## src/design/i2cmb_pkg.sv

```systemverilog
// ----------------------------------------------------------------------------
// i2cmb_pkg: shared types and constants of the i2c master bit engine
// command codes, register map, config and result bundles
// ----------------------------------------------------------------------------
package i2cmb_pkg;

  localparam logic [2:0] CMD_NONE  = 3'd0;
  localparam logic [2:0] CMD_START = 3'd1;
  localparam logic [2:0] CMD_STOP  = 3'd2;
  localparam logic [2:0] CMD_WRITE = 3'd3;
  localparam logic [2:0] CMD_READ  = 3'd4;
  localparam logic [2:0] CMD_ACK   = 3'd5;
  localparam logic [2:0] CMD_NACK  = 3'd6;

  localparam int unsigned ADDR_W = 3;
  localparam logic REG_PHASE_TICKS = 1'b0;
  localparam logic REG_POLL_LIMIT  = 1'b1;

  localparam logic [7:0] PHASE_TICKS_RST = 8'd33;
  localparam logic [7:0] POLL_LIMIT_RST  = 8'd200;

  typedef struct packed {
    logic [7:0] phase_ticks;
    logic [7:0] ack_poll_limit;
  } cfg_t;

  typedef struct packed {
    logic       scl_out;
    logic       sda_out;
    logic       busy_res;
    logic       done_res;
    logic [7:0] rd_byte;
    logic       ack_fail;
  } res_t;

endpackage

```

## src/design/i2cmb_regs.sv

```systemverilog
// ----------------------------------------------------------------------------
// i2cmb_regs: configuration registers
// apb-style write and read of phase length and ack poll limit
// ----------------------------------------------------------------------------
module i2cmb_regs (
  input  logic                          clk,
  input  logic                          rst_n,
  input  logic                          cfg_psel,
  input  logic                          cfg_penable,
  input  logic                          cfg_pwrite,
  input  logic [i2cmb_pkg::ADDR_W-1:0]  cfg_paddr,
  input  logic [31:0]                   cfg_pwdata,
  output logic [31:0]                   cfg_prdata,
  output logic                          cfg_pready,
  output i2cmb_pkg::cfg_t               cfg
);

  logic [7:0] phase_ticks_r;
  logic [7:0] poll_limit_r;
  logic       wr_en;

  assign cfg_pready = 1'b1;
  assign wr_en      = cfg_psel & cfg_penable & cfg_pwrite;

  always_ff @(posedge clk) begin
    if (!rst_n) begin
      phase_ticks_r <= i2cmb_pkg::PHASE_TICKS_RST;
      poll_limit_r  <= i2cmb_pkg::POLL_LIMIT_RST;
    end else if (wr_en) begin
      case (cfg_paddr[2])
        i2cmb_pkg::REG_PHASE_TICKS: phase_ticks_r <= cfg_pwdata[7:0];
        i2cmb_pkg::REG_POLL_LIMIT:  poll_limit_r  <= cfg_pwdata[7:0];
        default: ;
      endcase
    end
  end

  always_comb begin
    case (cfg_paddr[2])
      i2cmb_pkg::REG_PHASE_TICKS: cfg_prdata = {24'd0, phase_ticks_r};
      i2cmb_pkg::REG_POLL_LIMIT:  cfg_prdata = {24'd0, poll_limit_r};
      default:                    cfg_prdata = 32'd0;
    endcase
  end

  assign cfg.phase_ticks    = phase_ticks_r;
  assign cfg.ack_poll_limit = poll_limit_r;

endmodule

```

## src/design/i2cmb_step.sv

```systemverilog
// ----------------------------------------------------------------------------
// i2cmb_step: line sequencer state and one-tick update
// holds the sequencer state, advances it by one tick per fire
// ----------------------------------------------------------------------------
module i2cmb_step (
  input  logic             clk,
  input  logic             rst_n,
  input  logic             fire,
  input  logic [2:0]       cmd,
  input  logic [7:0]       wr_byte,
  input  logic             sda_in,
  input  i2cmb_pkg::cfg_t  cfg,
  output i2cmb_pkg::res_t  res
);

  typedef struct packed {
    logic [2:0] op;
    logic [1:0] phase;
    logic [3:0] bit_idx;
    logic [7:0] tick;
    logic [7:0] poll;
    logic [7:0] shift;
    logic       scl;
    logic       sda;
    logic       fail;
    logic [7:0] rd_latch;
  } st_t;

  st_t st_r, st_nxt;
  logic done;

  // line actions on entering a phase
  function automatic st_t enter_phase(input st_t s, input logic sin);
    st_t o;
    o = s;
    case (s.op)
      i2cmb_pkg::CMD_START: begin
        case (s.phase)
          2'd0:    o.sda = 1'b1;
          2'd1:    o.scl = 1'b1;
          2'd2:    o.sda = 1'b0;
          default: o.scl = 1'b0;
        endcase
      end
      i2cmb_pkg::CMD_STOP: begin
        case (s.phase)
          2'd1:    o.sda = 1'b0;
          2'd2:    o.scl = 1'b1;
          2'd3:    o.sda = 1'b1;
          default: ;
        endcase
      end
      i2cmb_pkg::CMD_WRITE: begin
        if (s.bit_idx < 4'd8) begin
          if (s.phase == 2'd0) begin
            o.sda   = s.shift[7];
            o.shift = {s.shift[6:0], 1'b0};
          end else if (s.phase == 2'd1) begin
            o.scl = 1'b1;
          end else begin
            o.scl = 1'b0;
          end
        end else begin
          if (s.phase == 2'd0) begin
            o.sda = 1'b1;
          end else if (s.phase == 2'd1) begin
            o.scl  = 1'b1;
            o.poll = 8'd0;
          end else begin
            o.scl = 1'b0;
          end
        end
      end
      i2cmb_pkg::CMD_READ: begin
        if (s.bit_idx == 4'd0) begin
          o.sda = 1'b1;
        end else if (s.phase == 2'd0) begin
          o.scl = 1'b1;
        end else if (s.phase == 2'd1) begin
          o.shift = {s.shift[6:0], sin};
        end else begin
          o.scl = 1'b0;
        end
      end
      i2cmb_pkg::CMD_ACK, i2cmb_pkg::CMD_NACK: begin
        if (s.phase == 2'd0) begin
          o.sda = (s.op == i2cmb_pkg::CMD_NACK);
        end else if (s.phase == 2'd1) begin
          o.scl = 1'b1;
        end else begin
          o.scl = 1'b0;
        end
      end
      default: ;
    endcase
    return o;
  endfunction

  always_comb begin
    logic [7:0] hold;
    logic       fin;
    st_nxt = st_r;
    done   = 1'b0;
    fin    = 1'b0;
    hold   = (cfg.phase_ticks != 8'd0) ? cfg.phase_ticks : 8'd1;
    if (st_r.op == i2cmb_pkg::CMD_NONE) begin
      if (cmd >= i2cmb_pkg::CMD_START && cmd <= i2cmb_pkg::CMD_NACK) begin
        st_nxt.op      = cmd;
        st_nxt.phase   = 2'd0;
        st_nxt.bit_idx = 4'd0;
        st_nxt.tick    = 8'd0;
        st_nxt.poll    = 8'd0;
        if (cmd == i2cmb_pkg::CMD_WRITE) begin
          st_nxt.shift = wr_byte;
        end else if (cmd == i2cmb_pkg::CMD_READ) begin
          st_nxt.shift = 8'd0;
        end
        st_nxt = enter_phase(st_nxt, sda_in);
      end
    end else begin
      st_nxt.tick = 8'(st_r.tick + 8'd1);
      if (st_nxt.tick >= hold) begin
        st_nxt.tick = 8'd0;
        case (st_r.op)
          i2cmb_pkg::CMD_START, i2cmb_pkg::CMD_STOP: begin
            if (st_r.phase < 2'd3) begin
              st_nxt.phase = 2'(st_r.phase + 2'd1);
              st_nxt = enter_phase(st_nxt, sda_in);
            end else begin
              fin = 1'b1;
            end
          end
          i2cmb_pkg::CMD_ACK, i2cmb_pkg::CMD_NACK: begin
            if (st_r.phase < 2'd2) begin
              st_nxt.phase = 2'(st_r.phase + 2'd1);
              st_nxt = enter_phase(st_nxt, sda_in);
            end else begin
              fin = 1'b1;
            end
          end
          i2cmb_pkg::CMD_WRITE: begin
            if (st_r.bit_idx < 4'd8) begin
              if (st_r.phase < 2'd2) begin
                st_nxt.phase = 2'(st_r.phase + 2'd1);
              end else begin
                st_nxt.phase   = 2'd0;
                st_nxt.bit_idx = 4'(st_r.bit_idx + 4'd1);
              end
              st_nxt = enter_phase(st_nxt, sda_in);
            end else if (st_r.phase == 2'd0) begin
              st_nxt.phase = 2'd1;
              st_nxt = enter_phase(st_nxt, sda_in);
            end else if (st_r.phase == 2'd1) begin
              // ack poll: low sample acks, high sample retries until the limit
              if (!sda_in) begin
                st_nxt.phase = 2'd2;
                st_nxt = enter_phase(st_nxt, sda_in);
              end else if (st_r.poll >= cfg.ack_poll_limit) begin
                st_nxt.phase = 2'd3;
                st_nxt = enter_phase(st_nxt, sda_in);
              end else begin
                st_nxt.poll = 8'(st_r.poll + 8'd1);
              end
            end else begin
              st_nxt.fail = (st_r.phase == 2'd3);
              fin = 1'b1;
            end
          end
          i2cmb_pkg::CMD_READ: begin
            if (st_r.bit_idx == 4'd0) begin
              st_nxt.bit_idx = 4'd1;
              st_nxt.phase   = 2'd0;
              st_nxt = enter_phase(st_nxt, sda_in);
            end else if (st_r.phase < 2'd2) begin
              st_nxt.phase = 2'(st_r.phase + 2'd1);
              st_nxt = enter_phase(st_nxt, sda_in);
            end else if (st_r.bit_idx < 4'd8) begin
              st_nxt.bit_idx = 4'(st_r.bit_idx + 4'd1);
              st_nxt.phase   = 2'd0;
              st_nxt = enter_phase(st_nxt, sda_in);
            end else begin
              st_nxt.rd_latch = st_r.shift;
              fin = 1'b1;
            end
          end
          default: fin = 1'b1;
        endcase
        if (fin) begin
          st_nxt.op      = i2cmb_pkg::CMD_NONE;
          st_nxt.phase   = 2'd0;
          st_nxt.bit_idx = 4'd0;
          st_nxt.poll    = 8'd0;
          done           = 1'b1;
        end
      end
    end
  end

  always_ff @(posedge clk) begin
    if (!rst_n) begin
      st_r.op       <= i2cmb_pkg::CMD_NONE;
      st_r.phase    <= 2'd0;
      st_r.bit_idx  <= 4'd0;
      st_r.tick     <= 8'd0;
      st_r.poll     <= 8'd0;
      st_r.shift    <= 8'd0;
      st_r.scl      <= 1'b1;
      st_r.sda      <= 1'b1;
      st_r.fail     <= 1'b0;
      st_r.rd_latch <= 8'd0;
    end else if (fire) begin
      st_r <= st_nxt;
    end
  end

  assign res.scl_out  = st_nxt.scl;
  assign res.sda_out  = st_nxt.sda;
  assign res.busy_res = (st_nxt.op != i2cmb_pkg::CMD_NONE);
  assign res.done_res = done;
  assign res.rd_byte  = st_nxt.rd_latch;
  assign res.ack_fail = st_nxt.fail;

endmodule

```

## src/design/i2c_master_bit_engine.sv

```systemverilog
// ----------------------------------------------------------------------------
// i2c_master_bit_engine: tick-driven i2c master line sequencer
// a tick waits in the input register and its result then waits in the result register;
// a stalling result side holds both
// throughput: one tick per clock while the result side is not stalling, one result per tick
// the per-tick sequencer update sits between the input and result registers
// reset (synchronous, rst_n low): engine idle, scl and sda released,
// phase_ticks 33, ack_poll_limit 200, both channels empty
// ----------------------------------------------------------------------------
module i2c_master_bit_engine (
  input  logic                          clk,
  input  logic                          rst_n,
  // tick input channel
  input  logic                          in_valid,
  output logic                          in_stall,
  input  logic [2:0]                    in_cmd,
  input  logic [7:0]                    in_wr_byte,
  input  logic                          in_sda_in,
  // result channel
  output logic                          out_valid,
  input  logic                          out_stall,
  output logic                          out_scl_out,
  output logic                          out_sda_out,
  output logic                          out_busy_res,
  output logic                          out_done_res,
  output logic [7:0]                    out_rd_byte,
  output logic                          out_ack_fail,
  // configuration port
  input  logic                          cfg_psel,
  input  logic                          cfg_penable,
  input  logic                          cfg_pwrite,
  input  logic [i2cmb_pkg::ADDR_W-1:0]  cfg_paddr,
  input  logic [31:0]                   cfg_pwdata,
  output logic [31:0]                   cfg_prdata,
  output logic                          cfg_pready
);

  i2cmb_pkg::cfg_t cfg;
  i2cmb_pkg::res_t res;
  i2cmb_pkg::res_t out_r;

  // input register
  logic       in_vld_r;
  logic [2:0] cmd_r;
  logic [7:0] wr_r;
  logic       sda_r;
  logic       out_vld_r;

  logic fire;
  logic in_take;

  // a held tick moves on when the result register is empty or draining
  assign fire     = in_vld_r & (~out_vld_r | ~out_stall);
  assign in_stall = in_vld_r & ~fire;
  assign in_take  = in_valid & ~in_stall;

  always_ff @(posedge clk) begin
    if (!rst_n) begin
      in_vld_r <= 1'b0;
    end else if (in_take) begin
      in_vld_r <= 1'b1;
    end else if (fire) begin
      in_vld_r <= 1'b0;
    end
  end

  // payload needs no reset
  always_ff @(posedge clk) begin
    if (in_take) begin
      cmd_r <= in_cmd;
      wr_r  <= in_wr_byte;
      sda_r <= in_sda_in;
    end
  end

  i2cmb_regs u_regs (
    .clk         (clk),
    .rst_n       (rst_n),
    .cfg_psel    (cfg_psel),
    .cfg_penable (cfg_penable),
    .cfg_pwrite  (cfg_pwrite),
    .cfg_paddr   (cfg_paddr),
    .cfg_pwdata  (cfg_pwdata),
    .cfg_prdata  (cfg_prdata),
    .cfg_pready  (cfg_pready),
    .cfg         (cfg)
  );

  // sequencer state advances once per fired tick
  i2cmb_step u_step (
    .clk     (clk),
    .rst_n   (rst_n),
    .fire    (fire),
    .cmd     (cmd_r),
    .wr_byte (wr_r),
    .sda_in  (sda_r),
    .cfg     (cfg),
    .res     (res)
  );

  // result register
  always_ff @(posedge clk) begin
    if (!rst_n) begin
      out_vld_r <= 1'b0;
    end else if (fire) begin
      out_vld_r <= 1'b1;
    end else if (!out_stall) begin
      out_vld_r <= 1'b0;
    end
  end

  always_ff @(posedge clk) begin
    if (fire) begin
      out_r <= res;
    end
  end

  assign out_valid    = out_vld_r;
  assign out_scl_out  = out_r.scl_out;
  assign out_sda_out  = out_r.sda_out;
  assign out_busy_res = out_r.busy_res;
  assign out_done_res = out_r.done_res;
  assign out_rd_byte  = out_r.rd_byte;
  assign out_ack_fail = out_r.ack_fail;

endmodule
```

## config.mk

```make
export PLATFORM = sky130hd
export DESIGN_NAME = i2c_master_bit_engine
export DESIGN_NICKNAME = d
export VERILOG_FILES = /design/src/design/i2cmb_pkg.sv /design/src/design/i2cmb_regs.sv /design/src/design/i2cmb_step.sv /design/src/design/i2c_master_bit_engine.sv
export SDC_FILE = /design/constraint.sdc
export NUM_CORES = 1
export LEC_CHECK = 0
export BUFFER_PORTS_ARGS = -buffer_cell sky130_fd_sc_hd__buf_2
export CAP_MARGIN = 30
export CORE_UTILIZATION = 58
export CTS_BUF_LIST = sky130_fd_sc_hd__clkbuf_4
export CTS_CLUSTER_DIAMETER = 40
export DETAILED_ROUTE_END_ITERATION = 10
export GPL_ROUTABILITY_DRIVEN = 0
export PLACE_DENSITY = 0.83
export REMOVE_ABC_BUFFERS = 1
export SETUP_SLACK_MARGIN = 0.2
export SLEW_MARGIN = 20
export SYNTH_ARGS = -nofsm -noshare
export SYNTH_HDL_FRONTEND = slang
export SYNTH_SLANG_ARGS = --single-unit
```

## constraint.sdc

```tcl
create_clock -name clk -period 3.95 [get_ports clk]
set_clock_uncertainty 0.15 [all_clocks]
set_input_delay 0.5925 -clock clk [delete_from_list [all_inputs] [get_ports clk]]
set_output_delay 0.5925 -clock clk [all_outputs]
set_load 0.02 [all_outputs]
```

# Word-level counts from Yosys, hierarchy flattened
# Index checks and enable logic that the tools add are counted.
[op_classes]
addsub = 4
mul = 0
div_mod_pow = 0
magnitude_cmp = 8
n_eq_ne = 43
shift = 0
muxes = 81
n_bitwise = 12
reduce_logical = 30
[ops]
columns = ["operator", "n"]
rows = [
  ["$mux 41", 7],
  ["$pmux 41 s4", 1],
  ["$mux 44", 3],
  ["$mux 8", 15],
  ["$pmux 32 s2", 1],
  ["$mux 1", 33],
  ["$mux 33", 1],
  ["$mux 32", 1],
  ["$reduce_and 13->1", 2],
  ["$ne 3x1->1 const B", 8],
  ["$mux 4", 5],
  ["$eq 3x3->1 const B", 6],
  ["$reduce_and 9->1", 2],
  ["$add 8x1->8 const B", 2],
  ["$ge 8x8->1", 2],
  ["$mux 14", 1],
  ["$ne 4x1->1 const B", 3],
  ["$ne 6x1->1 const B", 2],
  ["$reduce_or 2->1", 6],
  ["$mux 11", 1],
  ["$mux 2", 5],
  ["$reduce_bool 5->1", 2],
  ["$eq 3x2->1 const B", 3],
  ["$mux 9", 1],
  ["other kinds (35)", 65],
]
[word_totals]
ff_bits = 87
latchBits = 0
ram_bits = 0
rom_bits = 0
input_bits = 54
output_inout_bits = 48
elab_cells = 201
mem_count = 0

# Depth between registers and ports, before layout
[logic_depth]
ltp_word = 16
mapped_depth = 13
ltp_nobuf = 11

# Hierarchy
# Synthesis repeated with hierarchy kept, for this count alone.
[unflattened]
hier_cells = 618
hier_area_um2 = 5456.5
[modules_own_cells]
columns = ["mod", "instances", "cells_each", "area_per_inst_um2", "seq_area_each_um2"]
rows = [
  ["i2cmb_step", 1, 480, 3641.0, 880.8],
  ["i2cmb_regs", 1, 105, 980.9, 320.3],
  ["i2c_master_bit_engine", 1, 33, 834.6, 790.8],
]

# Worst setup path after synthesis
# No wires, ideal clock.
[synth_timing]
kind = "reg2reg"
start = "register u_step.st_r[29] (netlist bit)"
end = "register out_r (netlist bit out_rd_byte[0]) (data pin)"
setup_ns = 0.260
t_arrival_ns = 2.712
required_time_ns = 3.540
path_slack_ns = 0.828
path_stages_with_launch = 13
n_path_buf = 1
period_less_slack_ns = 3.122
cell_sequence = "dfxtp_1 and3_1 and3_1 nand3_1 xnor2_1 ha_1 nand2_1 o21ai_0 a21o_1 buf_6 nand3_1 nor2_2 mux2_2"
[synth_lines]
columns = ["element", "line", "rtl"]
rows = [
  ["start: declaration", "i2cmb_step.sv:29", "st_t st_r, st_nxt;"],
  ["start signal: assignment", "i2cmb_step.sv:212", "st_r <= st_nxt;"],
  ["end signal: assignment", "i2c_master_bit_engine.sv:114", "out_r <= res;"],
  ["end: declaration", "i2c_master_bit_engine.sv:40", "i2cmb_pkg::res_t out_r;"],
]

==> impl_metrics.toml <==
[synthesis]
yosys.area.top_type = "dfxtp_1"
synth-edff-count = 25
muxShareOfSynthArea_pct = 2.71
syn_avg_cell_area_um2 = 8.54
synth_area_leaders = "dfxtp_1 (24%), edfxtp_1 (14%), ha_1 (5.7%)"
synth_cell_types = 75
yosys.area_share.xor_xnor_pct = 1.33
syn-cell-area_um2 = 5270
synth-simple-area-share_pct = 20.7
async_reset_ff_share_pct = 0
ys_ff_latch = 87
synth_flop_cell = "dfxtp_1"
yosys.area.top_type_share_pct = 23.6
synth_fa_ha_area_share_pct = 5.89
synth_compound_area_share_pct = 22.8
synth_top_family_by_area = "compound AO/OA/AOI/OAI gates"
syn-instance-count = 617
yosysWarnings = 0
yosysSeqAreaShare_pct = 37.8

[sta]
setup_viol = 0
finalCritPeriodShare_pct = 88.0
hold_viol = 0
slew_headroom_pct = 33.4
tightest_slew_ns = 0.993
drv_slew = 0
final.setup.tns_ns = 0
rsz0062_at_grt = "no"
max_freq_ghz = 0.288
period_minus_slack_ns = 3.48

[routing]
initialDrtViolationCount = 395
drc = 0
drtAntennaViolNets = 0
dr.pass1.iters = 5
vias = 4709
vias_per_cell = 6.15
wl_per_cell_um = 15.9
wl_um = 12200

[placement]
dp_hpwl_um = 8570
io_buffers = 50
dp.cells = 749

[clock_tree]
htree_levels = 3
clockBufferDepth = 2
cts_buffers = 9
cts_tree = "yes"
cts.clk_slew.worst_paths_ns = 0.15
ctsHoldBuffers = 0
cts.sinks = 87
clkLatencyLatePin_ns = 0.45
root_buffer = "clkbuf_4"

[critical_path]
cp-end-kind = "flop"
path_class = "reg2reg"
rr_worst_depth = 11
cpPeakStageDelay_ns = 0.44
startpoint = "u_step.st_r[29]"
cp.arrival_ns = 3.54
endpoint = "out_rd_byte[7]"
worst-path-stages = 11
critPathMaxFanout = 8
regToRegSetupSlack_ns = 0.47
cp_data_required_time_ns = 4.01
worstReg2RegStart = "u_step.st_r[29]"
cp_slowest_cell = "dfxtp_1"
path_cells = "and3_1 -> and3_1 -> nand3_1 -> xnor2_1 -> ha_1 -> nand4_1 -> a21oi_1 -> a21o_1 -> nand3_1 -> nor2_2 -> mux2_2"
timing.rr.end = "out_rd_byte[7]"
cp_num_buf_inv = 0
start_kind = "flop"
path_delay_family = "simple AND/OR/NAND/NOR gates"

[run_status]
status = "completed"

[global_route]
antenna_found_initial = 0
grt_max_degree = 40
global_route.usage.total_pct = 26.6
grt_pass1_vias = 4445
gr-total-overflow = 0
grt_pass1_wl_um = 20800

[pwr]
max-vdd-ir-drop_mv = 0.236
p_per_area_nw_per_um2 = 314
p_leak_nw = 2.16

[floorplanning]
ios = 102
core-area_um2 = 8760
die_y_um = 97.3
die-width_um = 97.3
rows = 34
initial_utilization_pct = 60.1
die_area_um2 = 9470

[final_layout]
drive_gt1_share_pct = 15.8
fillers = 737
antennaDiodeCount = 0
areaGrowthSynthToFinish_pct = 6.77
finalNonFillerCells = 766
nNetsFinal = 731
fin_util_pct = 64.2

[worst_hold_path]
hp-class = "in2reg"

[job]
max_cap_violations = 0
synth_stat cells, drive strengths merged (5+ instances only):
master   n
o22ai    6
edfxtp  25
mux2    10
inv     30
a21oi   50
o21ai   43
a22oi   12
nor2b    6
dfxtp   62
o31ai    5
or3     12
nand4    6
a211oi  10
and2     6
nor2    42
a31oi   10
buf     39
nor3    11
nand2   75
clkbuf  17
o221ai   5
o211ai   5
nand3   24
nand2b  11
ha      24
xor2     5
layout by cell type, fill, tap and decap left out, drive strengths merged, types with 25 or more instances in the layout:
cell type and instances:
nand2 75, edfxtp 25, buf 58, inv 33, o21ai 43, a21oi 50, dfxtp 62, nor2 42
conb 25
area by class of cell:
cell class | count | area, um2 | share of cell area, %
inverters | 30 | 113 | 2.00
clock buffers | 9 | 67.6 | 1.20
multi-input cells | 467 | 2920 | 51.8
repair buffers | 58 | 310 | 5.52
well taps | 108 | 135 | 2.40
flip-flops and latches | 87 | 1990 | 35.4
clock inverters | 7 | 90.1 | 1.60
metrics by stage:
stage	hold slack (ns)	total power [mW]	setup WS (ns)	cell area, um2
after floorplan	0.283	1.15	0.604	5010
after global placement	0.292	1.22	0.517	5450
after detailed placement	0.296	1.23	0.474	5450
after CTS	0.138	1.77	0.455	5610
after global routing	0.134	1.84	0.254	5620
final	0.165	1.77	0.472	5620
worst min path at each step:
stage          cells after the start                       to                     from
2_1_floorplan                      2           u_step.st_r[0]           u_step.st_r[0]
3_5_place_dp                       2  u_regs.phase_ticks_r[2]  u_regs.phase_ticks_r[2]
4_1_cts                            1                  wr_r[4]            in_wr_byte[4]
3_3_place_gp                       2           u_step.st_r[0]           u_step.st_r[0]
6_report                           1                  wr_r[4]            in_wr_byte[4]
5_1_grt                            1                  wr_r[5]            in_wr_byte[5]
power breakdown:
group	internal [mW]	switching [mW]	total [mW]
registers	0.947	0.0256	0.973
logic	0.0768	0.168	0.245
clock network	0.207	0.341	0.547
total	1.23	0.535	1.77
cells by family after synthesis:
family	count (synthesis)
compound gates	181
mux	13
simple gates	215
other cells	2
xor+xnor	8
buf+inv	86
flops	87
fa+ha+maj	25
repair_timing:
item	4_1_cts	5_1_grt
buffers inserted	0	0
endpoints found under the setup margin	0	2
resized for setup	0	2
registers in the layout (all words and copies together) (netlist names), 3 cells and up:
name                  cells
u_step.st_r              44
out_rd_byte               8
u_regs.phase_ticks_r      8
u_regs.poll_limit_r       8
wr_r                      8
cmd_r                     3
routing by layer:
layer	share of wire, %	GRT usage [%]	up-vias	wire length (um)
met4	2.3	10.2	0	282
met1	42	35.3	2182	5160
met2	47	43.4	233	5750
li1	-	-	2264	-
met5	0	0	-	0
met3	8.0	4.82	30	980
Note: power is estimated with default switching activity, not from simulation.
